File: src/design/sct_pkg.sv
package sct_pkg;

    localparam int CORDIC_ITERATIONS = 16;
    localparam int CORDIC_LAT = 4 + CORDIC_ITERATIONS + 1;
    localparam int DIV_W = 25;
    localparam int POST_LAT = 5;
    localparam int PIPE_LAT = CORDIC_LAT + POST_LAT + DIV_W;

    localparam int ANG_W = 18;
    localparam int DIST_W = 16;
    localparam int PT_W = 22;
    localparam int TRIG_W = 32;
    localparam int OFS_W = 16;
    localparam int SDIV_W = 8;
    localparam int LIM_W = 16;
    localparam int CFG_IDX_W = 2;
    localparam int CFG_DATA_W = 16;

    localparam logic [CFG_IDX_W-1:0] REG_CENTER_OFFSET = 2'd0;
    localparam logic [CFG_IDX_W-1:0] REG_SCALE_DIVISOR = 2'd1;
    localparam logic [CFG_IDX_W-1:0] REG_KEEP_LIMIT    = 2'd2;

    localparam logic [OFS_W-1:0]  RST_CENTER_OFFSET = 16'd2000;
    localparam logic [SDIV_W-1:0] RST_SCALE_DIVISOR = 8'd10;
    localparam logic [LIM_W-1:0]  RST_KEEP_LIMIT    = 16'd500;

    localparam logic signed [18:0] ANG_TURN = 19'sd92160;
    localparam logic signed [18:0] ANG_TWO_TURNS = 19'sd184320;
    localparam logic [17:0] RECIP_45 = 18'd186413;
    localparam logic [27:0] RECIP_45_FINE = 28'd190887436;
    localparam logic signed [32:0] INV_GAIN = 33'sd652032874;

    localparam logic signed [PT_W-1:0] OUT_MAX = 22'sd2097151;
    localparam logic signed [PT_W-1:0] OUT_MIN = -22'sd2097152;

    typedef logic [31:0] t_atan_tab [0:23];

    localparam t_atan_tab ATAN_TAB = '{
        32'd536870912, 32'd316933406, 32'd167458907, 32'd85004756,
        32'd42667331,  32'd21354465,  32'd10679838,  32'd5340245,
        32'd2670163,   32'd1335087,   32'd667544,    32'd333772,
        32'd166886,    32'd83443,     32'd41722,     32'd20861,
        32'd10430,     32'd5215,      32'd2608,      32'd1304,
        32'd652,       32'd326,       32'd163,       32'd81
    };

endpackage

File: src/design/sct_cordic.sv
module sct_cordic (
    input  logic                                 i_clk,
    input  logic                                 i_en,
    input  logic signed [sct_pkg::ANG_W-1:0]     i_angle,
    output logic signed [sct_pkg::TRIG_W-1:0]    o_cos,
    output logic signed [sct_pkg::TRIG_W-1:0]    o_sin
);
    import sct_pkg::*;

    localparam int N = CORDIC_ITERATIONS;

    logic [16:0] r_a1;
    logic [16:0] r_a2;
    logic [10:0] r_k0;
    logic [10:0] r_k3;
    logic [26:0] r_x3;

    logic signed [32:0] r_cx [0:N];
    logic signed [32:0] r_cy [0:N];
    logic signed [31:0] r_cz [0:N];
    logic [1:0]         r_cq [0:N];

    logic signed [TRIG_W-1:0] r_cos;
    logic signed [TRIG_W-1:0] r_sin;

    logic signed [18:0] n_a;
    logic [34:0] n_kprod;
    logic [16:0] n_r17;
    logic [6:0]  n_r0;
    logic        n_ge;
    logic [5:0]  n_r;
    logic [54:0] n_phprod;
    logic [31:0] n_ph;

    always_comb begin
        n_a = {i_angle[ANG_W-1], i_angle};
        if (n_a >= ANG_TURN) begin
            n_a = n_a - ANG_TURN;
        end else if (n_a < -ANG_TURN) begin
            n_a = n_a + ANG_TWO_TURNS;
        end else if (n_a < 19'sd0) begin
            n_a = n_a + ANG_TURN;
        end
    end

    assign n_kprod  = r_a1 * RECIP_45;
    assign n_r17    = r_a2 - 17'(r_k0) * 17'd45;
    assign n_r0     = n_r17[6:0];
    assign n_ge     = (n_r0 >= 7'd45);
    assign n_r      = n_ge ? 6'(n_r0 - 7'd45) : n_r0[5:0];
    assign n_phprod = r_x3 * RECIP_45_FINE;
    assign n_ph     = {r_k3, n_phprod[53:33]};

    always_ff @(posedge i_clk) begin
        if (i_en) begin
            r_a1 <= n_a[16:0];
            r_a2 <= r_a1;
            r_k0 <= n_kprod[33:23];
            r_k3 <= r_k0 + 11'(n_ge);
            r_x3 <= {n_r, 21'd0} + 27'd22;
            r_cx[0] <= INV_GAIN;
            r_cy[0] <= '0;
            r_cz[0] <= {2'b00, n_ph[29:0]};
            r_cq[0] <= n_ph[31:30];
        end
    end

    for (genvar g = 0; g < N; g++) begin : g_iter
        always_ff @(posedge i_clk) begin
            if (i_en) begin
                if (!r_cz[g][31]) begin
                    r_cx[g+1] <= r_cx[g] - (r_cy[g] >>> g);
                    r_cy[g+1] <= r_cy[g] + (r_cx[g] >>> g);
                    r_cz[g+1] <= r_cz[g] - $signed(ATAN_TAB[g]);
                end else begin
                    r_cx[g+1] <= r_cx[g] + (r_cy[g] >>> g);
                    r_cy[g+1] <= r_cy[g] - (r_cx[g] >>> g);
                    r_cz[g+1] <= r_cz[g] + $signed(ATAN_TAB[g]);
                end
                r_cq[g+1] <= r_cq[g];
            end
        end
    end

    always_ff @(posedge i_clk) begin
        if (i_en) begin
            case (r_cq[N])
                2'd0: begin
                    r_cos <= r_cx[N][TRIG_W-1:0];
                    r_sin <= r_cy[N][TRIG_W-1:0];
                end
                2'd1: begin
                    r_cos <= -r_cy[N][TRIG_W-1:0];
                    r_sin <= r_cx[N][TRIG_W-1:0];
                end
                2'd2: begin
                    r_cos <= -r_cx[N][TRIG_W-1:0];
                    r_sin <= -r_cy[N][TRIG_W-1:0];
                end
                default: begin
                    r_cos <= r_cy[N][TRIG_W-1:0];
                    r_sin <= -r_cx[N][TRIG_W-1:0];
                end
            endcase
        end
    end

    assign o_cos = r_cos;
    assign o_sin = r_sin;

endmodule

File: config.mk
export PLATFORM = sky130hd
export DESIGN_NAME = sct_cordic
export DESIGN_NICKNAME = d
export VERILOG_FILES = /design/src/design/sct_pkg.sv /design/src/design/sct_cordic.sv
export SDC_FILE = /design/constraint.sdc
export NUM_CORES = 2
export LEC_CHECK = 0
export BUFFER_PORTS_ARGS = -buffer_cell sky130_fd_sc_hd__buf_2
export CORE_UTILIZATION = 40
export CTS_BUF_LIST = sky130_fd_sc_hd__clkbuf_4 sky130_fd_sc_hd__clkbuf_8
export DETAILED_ROUTE_END_ITERATION = 6
export GPL_ROUTABILITY_DRIVEN = 1
export GPL_TIMING_DRIVEN = 1
export MAX_ROUTING_LAYER = met4
export PLACE_DENSITY = 0.52
export SLEW_MARGIN = 20
export SYNTH_ARGS = -nofsm -noshare
export SYNTH_HDL_FRONTEND = slang
export SYNTH_SLANG_ARGS = --single-unit
export TNS_END_PERCENT = 50
File: constraint.sdc
create_clock -name i_clk -period 12.2 [get_ports i_clk]
set_input_delay 3.66 -clock i_clk [delete_from_list [all_inputs] [get_ports i_clk]]
set_output_delay 3.66 -clock i_clk [all_outputs]
set_load 0.03 [all_outputs]
==> implementation parameters <==
Parameter                              Value

Run status
  Run status ... complete, no violations

Hold path
  Path category of the worst min-delay check ... reg -> reg
  Hold Path Stages ... 0

Clock network
  Post-CTS setup buffer count ... 0
  Number of clock sinks seen by CTS ... 1548
  Clock-pin slew of the registers on the worst-case setup and hold paths ... 0.06 ns
  Number of buffers created by CTS ... 300
  Hold buffer count at cts ... 0
  Insertion delay of the later-clocked pin in the worst-skew pair ... 1.06 ns
  Library cell used as clock root buffer ... clkbuf_8
  Count of cells resized by post-cts repair ... 0
  Depth of the CTS H-tree ... 5
  CTS tree ... yes
  Worst-case clock buffer depth ... 4

Floorplanning
  Placeable core area ... 320900 um2
  Ports ... 84
  Starting Density ... 0.4020
  Die span in x ... 569.9 um
  Die ar. ... 324800 um2
  Die height ... 569.9 um
  Number of standard-cell rows in the floorplan ... 208

Route
  Initial DRC Count ... 6021
  Number of nets with antenna violations after routing ... 0
  Post-route DRC violation count ... 0
  Via count ... 98.56k
  Number of detailed-routing iterations run before antenna repair ... 6
  Routed wire per std cell ... 20.25 um
  WL final ... 360300 um
  Via density per instance ... 5.540

GRT
  Routing usage on met3 ... 0.02228
  Pin count of the biggest net entering global routing ... 172
  Initial antenna violation count ... 3
  First-pass GRT wire length ... 561000 um
  Global-route usage over all layers ... 0.2236
  Number of global-route vias before repair ... 97.79k
  Global-route congestion overflow total ... 0
  Met2 track utilization from global routing ... 0.3745
  Most used routing layer in global routing ... met2
  Met1 demand-to-capacity share in global routing ... 0.2868

Yosys
  Number of standard cells after synthesis ... 13.01k
  Yosys top cell by area ... edfxtp_1
  Number of unique standard cell types used by synthesis ... 92
  Cells taking the most area after synthesis ... edfxtp_1 36%, ha_1 15%, xnor2_1 8.0%
  Sequential element share of the synthesized area ... 0.3604
  Synthesized area divided by synthesized cell count ... 9.913 um2
  Async set or reset register ratio after synthesis ... 0
  Number of enable flip-flop cells after synthesis ... 1548
  Most frequent cell after synthesis ... ha_1
  YS warnings ... 0
  Post-synth top cells ... 1569 x ha_1, 1548 x edfxtp_1, 1258 x a21oi_1
  Synthesized area ... 129000 um2
  Predominant post-synthesis flop cell ... edfxtp_1
  Post-synthesis register bit count ... 1548
  Post-synth top area share ... 0.3604

Timing
  Unrepaired setup endpoints after global routing ... no
  Accumulated negative setup slack ... 0 ns
  Hold Violations, Final ... 0
  F_max ... 0.1142 GHz
  Clock skew ... 0.07504 ns
  Total count of max-transition violations in the final report ... 0
  Rel. slew slack ... 0.2933
  Part of the cycle the worst path needs ... 0.7174
  Time the worst path needs with I/O delays and setup ... 8.753 ns
  Worst slew pin tran ... 1.055 ns
  Count of final setup violators ... 0

Critical path
  Highest fanout seen on the critical path ... 134
  Arrival time of data at the critical path endpoint ... 9.52 ns
  Sort of element at the end of the critical path ... flop
  WP data required ... 12.97 ns
  WS Path Type ... in -> reg
  Worst reg-to-reg path cell count ... 22
  Kind of launch point of the worst setup path ... input pin

Cells and area
  Layout filler cell count ... 30.78k
  Area taken by multi-input logic gates ... 79080 um2
  Ratio of cells with drive above 1 in the final layout ... 0.06014
  End-of-flow core utilization ... 0.4385
  Number of nets in the layout ... 14.99k
  Storage element area ... 46480 um2
  Area overhead of the layout relative to synthesis ... 9.087%

Flow run
  Max-cap violations ... 0

Place
  Weighted congestion reported at the end of routability-driven placement ... 0.9198
  Final HPWL DP ... 286200 um
  IO buf count ... 83
==> flip-flops by register name (all words and copies together) (netlist names) <==
name	flops
r_k0	11
o_cos	32
o_sin	32
r_cy	462
r_cx	460
r_cq	34
r_x3	6
r_cz	476
r_a1	17
r_k3	11
r_a2	7
==> kinds of logic (layout without fill, tap and decap cells) <==
logic type / after synthesis / after routing / share of synthesized area
compound gates: 3813 / 3813 / 0.1866
simple gates: 3087 / 3087 / 0.1158
xor+xnor: 1789 / 1789 / 0.1215
fa+ha+maj: 1709 / 1709 / 0.1739
flops: 1548 / 1548 / 0.3604
buf+inv: 917 / 1390 / 0.02684
mux: 148 / 148 / 0.01495
other cells: 1 / 3 / 0.00002907
==> metal layers <==
metal	share of wire	vias up
met2	0.48	1932
met5	0	-
li1	-	48725
met4	0.028	0
met1	0.46	47393
met3	0.037	513
==> layout make-up <==
class                           instances  area share
Antenna cell                            1  0.00001778
Clock buffer                          371     0.03340
Clock inverter                        159    0.009781
Inverter                              705     0.01881
Multi-Input combinational cell      10548      0.5620
Sequential cell                      1548      0.3303
Tap cell                             4305     0.03828
Timing Repair Buffer                  155    0.007398
==> worst max-delay path: stages <==
cell and delay (ns):
buf_12 0.17, buf_12 0.52, nand2_1 0.10, buf_4 0.24
inv_1 0.28, buf_4 0.59, nor2_1 0.12, xnor2_1 0.16
ha_1 0.34, a21o_1 0.13, a21oi_1 0.10, o21ai_0 0.30
a21oi_1 0.18, o21ai_0 0.74, o211ai_1 0.28, a311oi_1 0.50
nand2b_1 0.17, a21oi_1 0.09, o31ai_1 0.35, xnor2_1 0.12
==> final timing paths <==
check	from	endpoint	slack, ns
setup / recovery	i_en	r_cy[13][32]	3.45
hold / removal	r_cz[0][0]	r_cz[1][0]	0.40
setup reg to reg	r_a1[14]	r_k0[10]	4.93
hold reg to reg	r_cz[0][0]	r_cz[1][0]	0.40
==> placed cells by master (no fill, tap or decap), types with 67 or more instances in the layout <==
cell and instances:
edfxtp_1 1548, a21oi_1 1258, nand2_1 717, clkbuf_8 306, o21a_1 234, nor3_1 297, a31oi_1 101, and3_1 95
buf_2 82, nand3_1 170, xnor2_1 1183, inv_1 697, nand4_1 77, mux2i_1 73, o31ai_1 156, o21bai_1 150
nand2b_1 208, fa_1 140, xor2_1 606, nor4_1 81, o21ai_0 744, ha_1 1569, clkinv_1 68, a21o_1 571
nor2_1 919, buf_4 67, or3_1 83, nor2b_1 168, a211oi_1 91
==> per-stage QoR <==
stage	setup WS, ns	hold WS [ns]	cell area (um2)	instances
finish	3.447	0.3971	140700	17792
global route	3.014	0.4068	140700	17792
CTS	3.625	0.3986	140700	17790
detailed placement	2.480	0.4045	134600	17260
global placement	2.538	0.4009	134600	17260
floorplan	3.950	0.4003	129000	13013
Power is not shown: default switching activity piles up to over one toggle a cycle in this logic, so the estimate is an artifact.
