### src/design/sct_pkg.sv
package sct_pkg;

    localparam int CORDIC_ITERATIONS = 16;
    localparam int CORDIC_LAT = 4 + CORDIC_ITERATIONS + 1;
    localparam int DIV_W = 25;
    localparam int POST_LAT = 5;
    localparam int PIPE_LAT = CORDIC_LAT + POST_LAT + DIV_W;

    localparam int ANG_W = 18;
    localparam int DIST_W = 16;
    localparam int PT_W = 22;
    localparam int TRIG_W = 32;
    localparam int OFS_W = 16;
    localparam int SDIV_W = 8;
    localparam int LIM_W = 16;
    localparam int CFG_IDX_W = 2;
    localparam int CFG_DATA_W = 16;

    localparam logic [CFG_IDX_W-1:0] REG_CENTER_OFFSET = 2'd0;
    localparam logic [CFG_IDX_W-1:0] REG_SCALE_DIVISOR = 2'd1;
    localparam logic [CFG_IDX_W-1:0] REG_KEEP_LIMIT    = 2'd2;

    localparam logic [OFS_W-1:0]  RST_CENTER_OFFSET = 16'd2000;
    localparam logic [SDIV_W-1:0] RST_SCALE_DIVISOR = 8'd10;
    localparam logic [LIM_W-1:0]  RST_KEEP_LIMIT    = 16'd500;

    localparam logic signed [18:0] ANG_TURN = 19'sd92160;
    localparam logic signed [18:0] ANG_TWO_TURNS = 19'sd184320;
    localparam logic [17:0] RECIP_45 = 18'd186413;
    localparam logic [27:0] RECIP_45_FINE = 28'd190887436;
    localparam logic signed [32:0] INV_GAIN = 33'sd652032874;

    localparam logic signed [PT_W-1:0] OUT_MAX = 22'sd2097151;
    localparam logic signed [PT_W-1:0] OUT_MIN = -22'sd2097152;

    typedef logic [31:0] t_atan_tab [0:23];

    localparam t_atan_tab ATAN_TAB = '{
        32'd536870912, 32'd316933406, 32'd167458907, 32'd85004756,
        32'd42667331,  32'd21354465,  32'd10679838,  32'd5340245,
        32'd2670163,   32'd1335087,   32'd667544,    32'd333772,
        32'd166886,    32'd83443,     32'd41722,     32'd20861,
        32'd10430,     32'd5215,      32'd2608,      32'd1304,
        32'd652,       32'd326,       32'd163,       32'd81
    };

endpackage

### src/design/sct_div.sv
module sct_div (
    input  logic                            i_clk,
    input  logic                            i_en,
    input  logic [sct_pkg::DIV_W-1:0]       i_num,
    input  logic [sct_pkg::SDIV_W-1:0]      i_div,
    input  logic                            i_neg,
    output logic [sct_pkg::DIV_W-1:0]       o_quo,
    output logic                            o_neg
);
    import sct_pkg::*;

    logic [SDIV_W-1:0] r_rem [0:DIV_W];
    logic [DIV_W-1:0]  r_qw  [0:DIV_W];
    logic              r_neg [0:DIV_W];

    assign r_rem[0] = '0;
    assign r_qw[0]  = i_num;
    assign r_neg[0] = i_neg;

    for (genvar g = 0; g < DIV_W; g++) begin : g_step
        logic [SDIV_W:0] n_t;
        logic            n_ge;

        assign n_t  = {r_rem[g], r_qw[g][DIV_W-1]};
        assign n_ge = (n_t >= {1'b0, i_div});

        always_ff @(posedge i_clk) begin
            if (i_en) begin
                r_rem[g+1] <= n_ge ? SDIV_W'(n_t - {1'b0, i_div}) : n_t[SDIV_W-1:0];
                r_qw[g+1]  <= {r_qw[g][DIV_W-2:0], n_ge};
                r_neg[g+1] <= r_neg[g];
            end
        end
    end

    assign o_quo = r_qw[DIV_W];
    assign o_neg = r_neg[DIV_W];

endmodule

### config.mk
export PLATFORM = sky130hd
export DESIGN_NAME = sct_div
export DESIGN_NICKNAME = d
export VERILOG_FILES = /design/src/design/sct_pkg.sv /design/src/design/sct_div.sv
export SDC_FILE = /design/constraint.sdc
export NUM_CORES = 1
export LEC_CHECK = 0
export ABC_CLOCK_PERIOD_IN_PS = 3150
export CELL_PAD_IN_SITES_DETAIL_PLACEMENT = 0
export CELL_PAD_IN_SITES_GLOBAL_PLACEMENT = 2
export CORE_ASPECT_RATIO = 2
export CORE_MARGIN = 10
export CORE_UTILIZATION = 48
export DETAILED_ROUTE_END_ITERATION = 10
export DONT_BUFFER_PORTS = 1
export PLACE_DENSITY = 0.76
export SETUP_SLACK_MARGIN = 0.4
export SYNTH_ARGS = -nofsm -noshare
export SYNTH_HDL_FRONTEND = slang
export SYNTH_SLANG_ARGS = --single-unit
### constraint.sdc
create_clock -name i_clk -period 3.15 [get_ports i_clk]
set_input_delay 0.1575 -clock i_clk [delete_from_list [all_inputs] [get_ports i_clk]]
set_output_delay 0.1575 -clock i_clk [all_outputs]
set_load 0.01 [all_outputs]
==> load_flow_metrics.sql <==
INSERT INTO impl_metrics (metric_group, metric, value, unit) VALUES
('run_status', 'outcome', 'complete, no violations', ''),
('placement', 'placedInstanceArea', '37530', 'µm²'),
('floorplanning', 'die-area', '87630', 'µm²'),
('hold_path', 'worstHoldPathType', 'in2reg', ''),
('clock_network', 'cts.sinks', '842', ''),
('clock_network', 'clkLatencyLatePin', '0.65', 'ns'),
('finish', 'mostFrequentLayoutCells', 'sky130_fd_sc_hd__edfxtp_1 (842), sky130_fd_sc_hd__ha_1 (194), sky130_fd_sc_hd__inv_1 (101), sky130_fd_sc_hd__a21oi_1 (95), sky130_fd_sc_hd__nor2_1 (90)', ''),
('sta', 'fin_crit_sh', '82.71', '%'),
('floorplanning', 'die_h', '408.8', 'µm'),
('logic_synthesis', 'number_of_synthesized_flops_with_an_enable_pin', '842', ''),
('setup_path', 'critPathMaxFanout', '7', ''),
('detailed_routing', 'vias', '18140', ''),
('setup_path', 'critical_path_arrival', '3.00', 'ns'),
('power', 'power.ir.vdd_worst', '638.9', 'µV'),
('power', 'power.total', '35.68', 'mW'),
('clock_network', 'cts.repair_timing.setup_buffer_count', '0', ''),
('logic_synthesis', 'largest_family_of_logic_cells_by_synthesized_area', 'adder cells', ''),
('finish', 'layout.core_utilization', '54.21', '%'),
('grt', 'global_route.overflow_total', '0', ''),
('logic_synthesis', 'portion_of_netlist_area_occupied_by_mux_cells', '5.767', '%'),
('clock_network', 'cts_tree', 'yes', ''),
('sta', 'min_clock_period_post_route', '2.605', 'ns'),
('clock_network', 'clock_transition_at_path_regs', '0.06', 'ns'),
('clock_network', 'ctsRootBufferMaster', 'sky130_fd_sc_hd__clkbuf_16', ''),
('logic_synthesis', 'ys_ff_latch', '842', ''),
('grt', 'grt_pass1_vias', '18980', ''),
('clock_network', 'htree_levels', '3', ''),
('finish', 'fillers', '6048', ''),
('detailed_routing', 'wl_per_cell', '18.99', 'µm'),
('sta', 'skew', '0.01698', 'ns'),
('logic_synthesis', 'synth.largest_area_cell', 'sky130_fd_sc_hd__edfxtp_1', ''),
('logic_synthesis', 'yosys_warnings', '0', ''),
('sta', 'slew_headroom', '26.20', '%'),
('setup_path', 'crit_required', '3.54', 'ns'),
('detailed_routing', 'routed_wl', '64310', 'µm'),
('clock_network', 'cts-buffers-inserted', '76', ''),
('setup_path', 'timing_worst_setup_path_type', 'reg2reg', ''),
('floorplanning', 'fp-row-count', '142', ''),
('logic_synthesis', 'sequential_cell_area_fraction_in_the_yosys_report', '69.70', '%'),
('placement', 'dp_hpwl', '39980', 'µm'),
('floorplanning', 'initial_utilization', '48.38', '%'),
('detailed_routing', 'drt-initial-drc-count', '974', ''),
('logic_synthesis', 'synthesis.nets', '2466', ''),
('power', 'p_leak', '14.90', 'nW'),
('finish', 'fin_nets', '2569', ''),
('sta', 'rsz0062_at_grt', 'no', ''),
('logic_synthesis', 'async_set_reset_flop_share_out_of_synthesis', '0', '%'),
('floorplanning', 'floorplan.die.width', '214.4', 'µm'),
('logic_synthesis', 'syn_avg_cell_area', '16.39', 'µm²'),
('power', 'power.density', '877.9', 'nW/µm²'),
('logic_synthesis', 'synth-main-ff-cell', 'sky130_fd_sc_hd__edfxtp_1', ''),
('floorplanning', 'placeableCoreArea', '74980', 'µm²'),
('finish', 'multi_input_comb_area', '10280', 'µm²'),
('grt', 'largest_net_degree_at_the_start_of_global_routing', '843', ''),
('detailed_routing', 'vias_per_cell', '5.358', ''),
('finish', 'antenna_cells', '0', ''),
('sta', 'final_critical_path_setup_slack', '0.5447', 'ns'),
('sta', 'finalHoldViolations', '0', ''),
('logic_synthesis', 'post_synth_xor_area_fraction', '1.907', '%'),
('grt', 'grt.total_usage', '14.65', '%'),
('detailed_routing', 'drt_drc_violations_left', '0', ''),
('sta', 'worstMarginPinSlew', '1.107', 'ns'),
('finish', 'drive_gt1_share', '12.36', '%'),
('setup_path', 'setup.worst_path.end_class', 'flip-flop', ''),
('logic_synthesis', 'synth_compound_area_share', '7.616', '%'),
('finish', 'fin_area', '40650', 'µm²'),
('logic_synthesis', 'synth_simple_gate_area_share', '5.102', '%'),
('placement', 'buffers_added_on_ports', '0', ''),
('run', 'timing.max_cap.violations', '0', ''),
('setup_path', 'timing.critical_path.from_type', 'flip-flop', ''),
('placement', 'detailedPlace.worstSlack', '0.4075', 'ns');
[synth_stat cells (3+ instances only)]
cell / instances
sky130_fd_sc_hd__buf_4: 25
sky130_fd_sc_hd__or4b_1: 11
sky130_fd_sc_hd__a41oi_1: 3
sky130_fd_sc_hd__nor2_1: 90
sky130_fd_sc_hd__and2_1: 3
sky130_fd_sc_hd__mux2_4: 52
sky130_fd_sc_hd__fa_1: 23
sky130_fd_sc_hd__a211oi_1: 19
sky130_fd_sc_hd__a21boi_1: 3
sky130_fd_sc_hd__nor4_1: 10
sky130_fd_sc_hd__a21oi_1: 95
sky130_fd_sc_hd__nand2_1: 44
sky130_fd_sc_hd__a21boi_0: 16
sky130_fd_sc_hd__edfxtp_1: 842
sky130_fd_sc_hd__mux2_2: 59
sky130_fd_sc_hd__and3_1: 4
sky130_fd_sc_hd__mux2_1: 5
sky130_fd_sc_hd__o21ai_1: 9
sky130_fd_sc_hd__inv_1: 102
sky130_fd_sc_hd__a41oi_2: 8
sky130_fd_sc_hd__or2_2: 3
sky130_fd_sc_hd__a21o_1: 43
sky130_fd_sc_hd__nor2b_1: 51
sky130_fd_sc_hd__or3_1: 11
sky130_fd_sc_hd__xnor2_1: 58
sky130_fd_sc_hd__ha_1: 194
sky130_fd_sc_hd__nand2b_1: 40
sky130_fd_sc_hd__o31a_1: 22
sky130_fd_sc_hd__a311oi_1: 8
sky130_fd_sc_hd__a311o_1: 9
sky130_fd_sc_hd__a21oi_2: 5
sky130_fd_sc_hd__o21a_1: 30
sky130_fd_sc_hd__o41a_1: 8
sky130_fd_sc_hd__nand3_1: 46
sky130_fd_sc_hd__o21ai_0: 89
sky130_fd_sc_hd__or4_1: 10
sky130_fd_sc_hd__clkbuf_1: 9
sky130_fd_sc_hd__o211ai_1: 20
sky130_fd_sc_hd__nor3_1: 15
sky130_fd_sc_hd__mux2i_1: 59
sky130_fd_sc_hd__buf_6: 8
sky130_fd_sc_hd__xor2_1: 21
[per-stage QoR]
stage / cells / hold WS (ns)
finish: 3386 / 0.09398
global placement: 3208 / 0.2565
detailed placement: 3208 / 0.2565
global route: 3386 / 0.06812
floorplan: 2213 / 0.2564
CTS: 3381 / -0.3624
[routing by layer]
metal  wire length [µm]  GRT usage (%)
met1              23430          14.86
met2              35950          27.84
met3               2202          2.796
met4               2721          7.447
met5                  0              0
[worst max-delay path, cell delays in order, from the launching register on]
cell and delay [ns]:
sky130_fd_sc_hd__edfxtp_1 0.41, sky130_fd_sc_hd__ha_1 0.35, sky130_fd_sc_hd__a21o_1 0.21, sky130_fd_sc_hd__a211oi_1 0.32, sky130_fd_sc_hd__o21ai_1 0.16, sky130_fd_sc_hd__a311o_1 0.53
sky130_fd_sc_hd__mux2_4 0.37
[state kept, by name, summed over array words and instances (netlist names)]
signal,count
r_qw,576
o_neg,1
r_neg,24
g_step.n_t,216
o_quo,25
[kinds of logic (layout without fill, tap and decap cells)]
group / count (synthesis) / count (layout)
flip-flops: 842 / 842
AO/OA/AOI/OAI: 404 / 404
AND/OR/NAND/NOR: 350 / 350
adder cells (fa/ha/maj): 217 / 217
multiplexers: 175 / 175
buffers and inverters: 146 / 311
XOR/XNOR: 79 / 79
[path summary, 6_finish.rpt]
check	to	slack, ns	start	cells past startpoint
worst min-delay path	g_step[1].n_t[8]	0.09	i_div[5]	3
worst max register to register	g_step[24].n_t[6]	0.54	g_step[23].n_t[4]	6
worst min register to register	r_qw[523]	0.41	r_qw[547]	0
worst max-delay path	g_step[24].n_t[6]	0.54	g_step[23].n_t[4]	6
[power by group]
| group | total [mW] | internal, mW | leakage, nW | switching (mW) |
|---|---|---|---|---|
| Combinational | 10.3 | 5.13 | 5.43 | 5.16 |
| Clock | 9.66 | 5.55 | 1.27 | 4.11 |
| Sequential | 15.7 | 14.8 | 8.20 | 0.899 |
[layout make-up]
| cell class | instances | share of cell area (%) |
|---|---|---|
| clock inverter | 54 | 1.641 |
| tap | 1008 | 3.103 |
| timing repair buffer | 69 | 1.982 |
| inverter | 102 | 0.9419 |
| multi-input combinational | 1225 | 25.30 |
| clock buffer | 86 | 4.824 |
| sequential | 842 | 62.21 |
[what timing repair did]
item	CTS	global route
resized for setup	0	0
hold buffers	33	1
endpoints found under the hold margin	538	17
(Power assumes the default switching activity.)
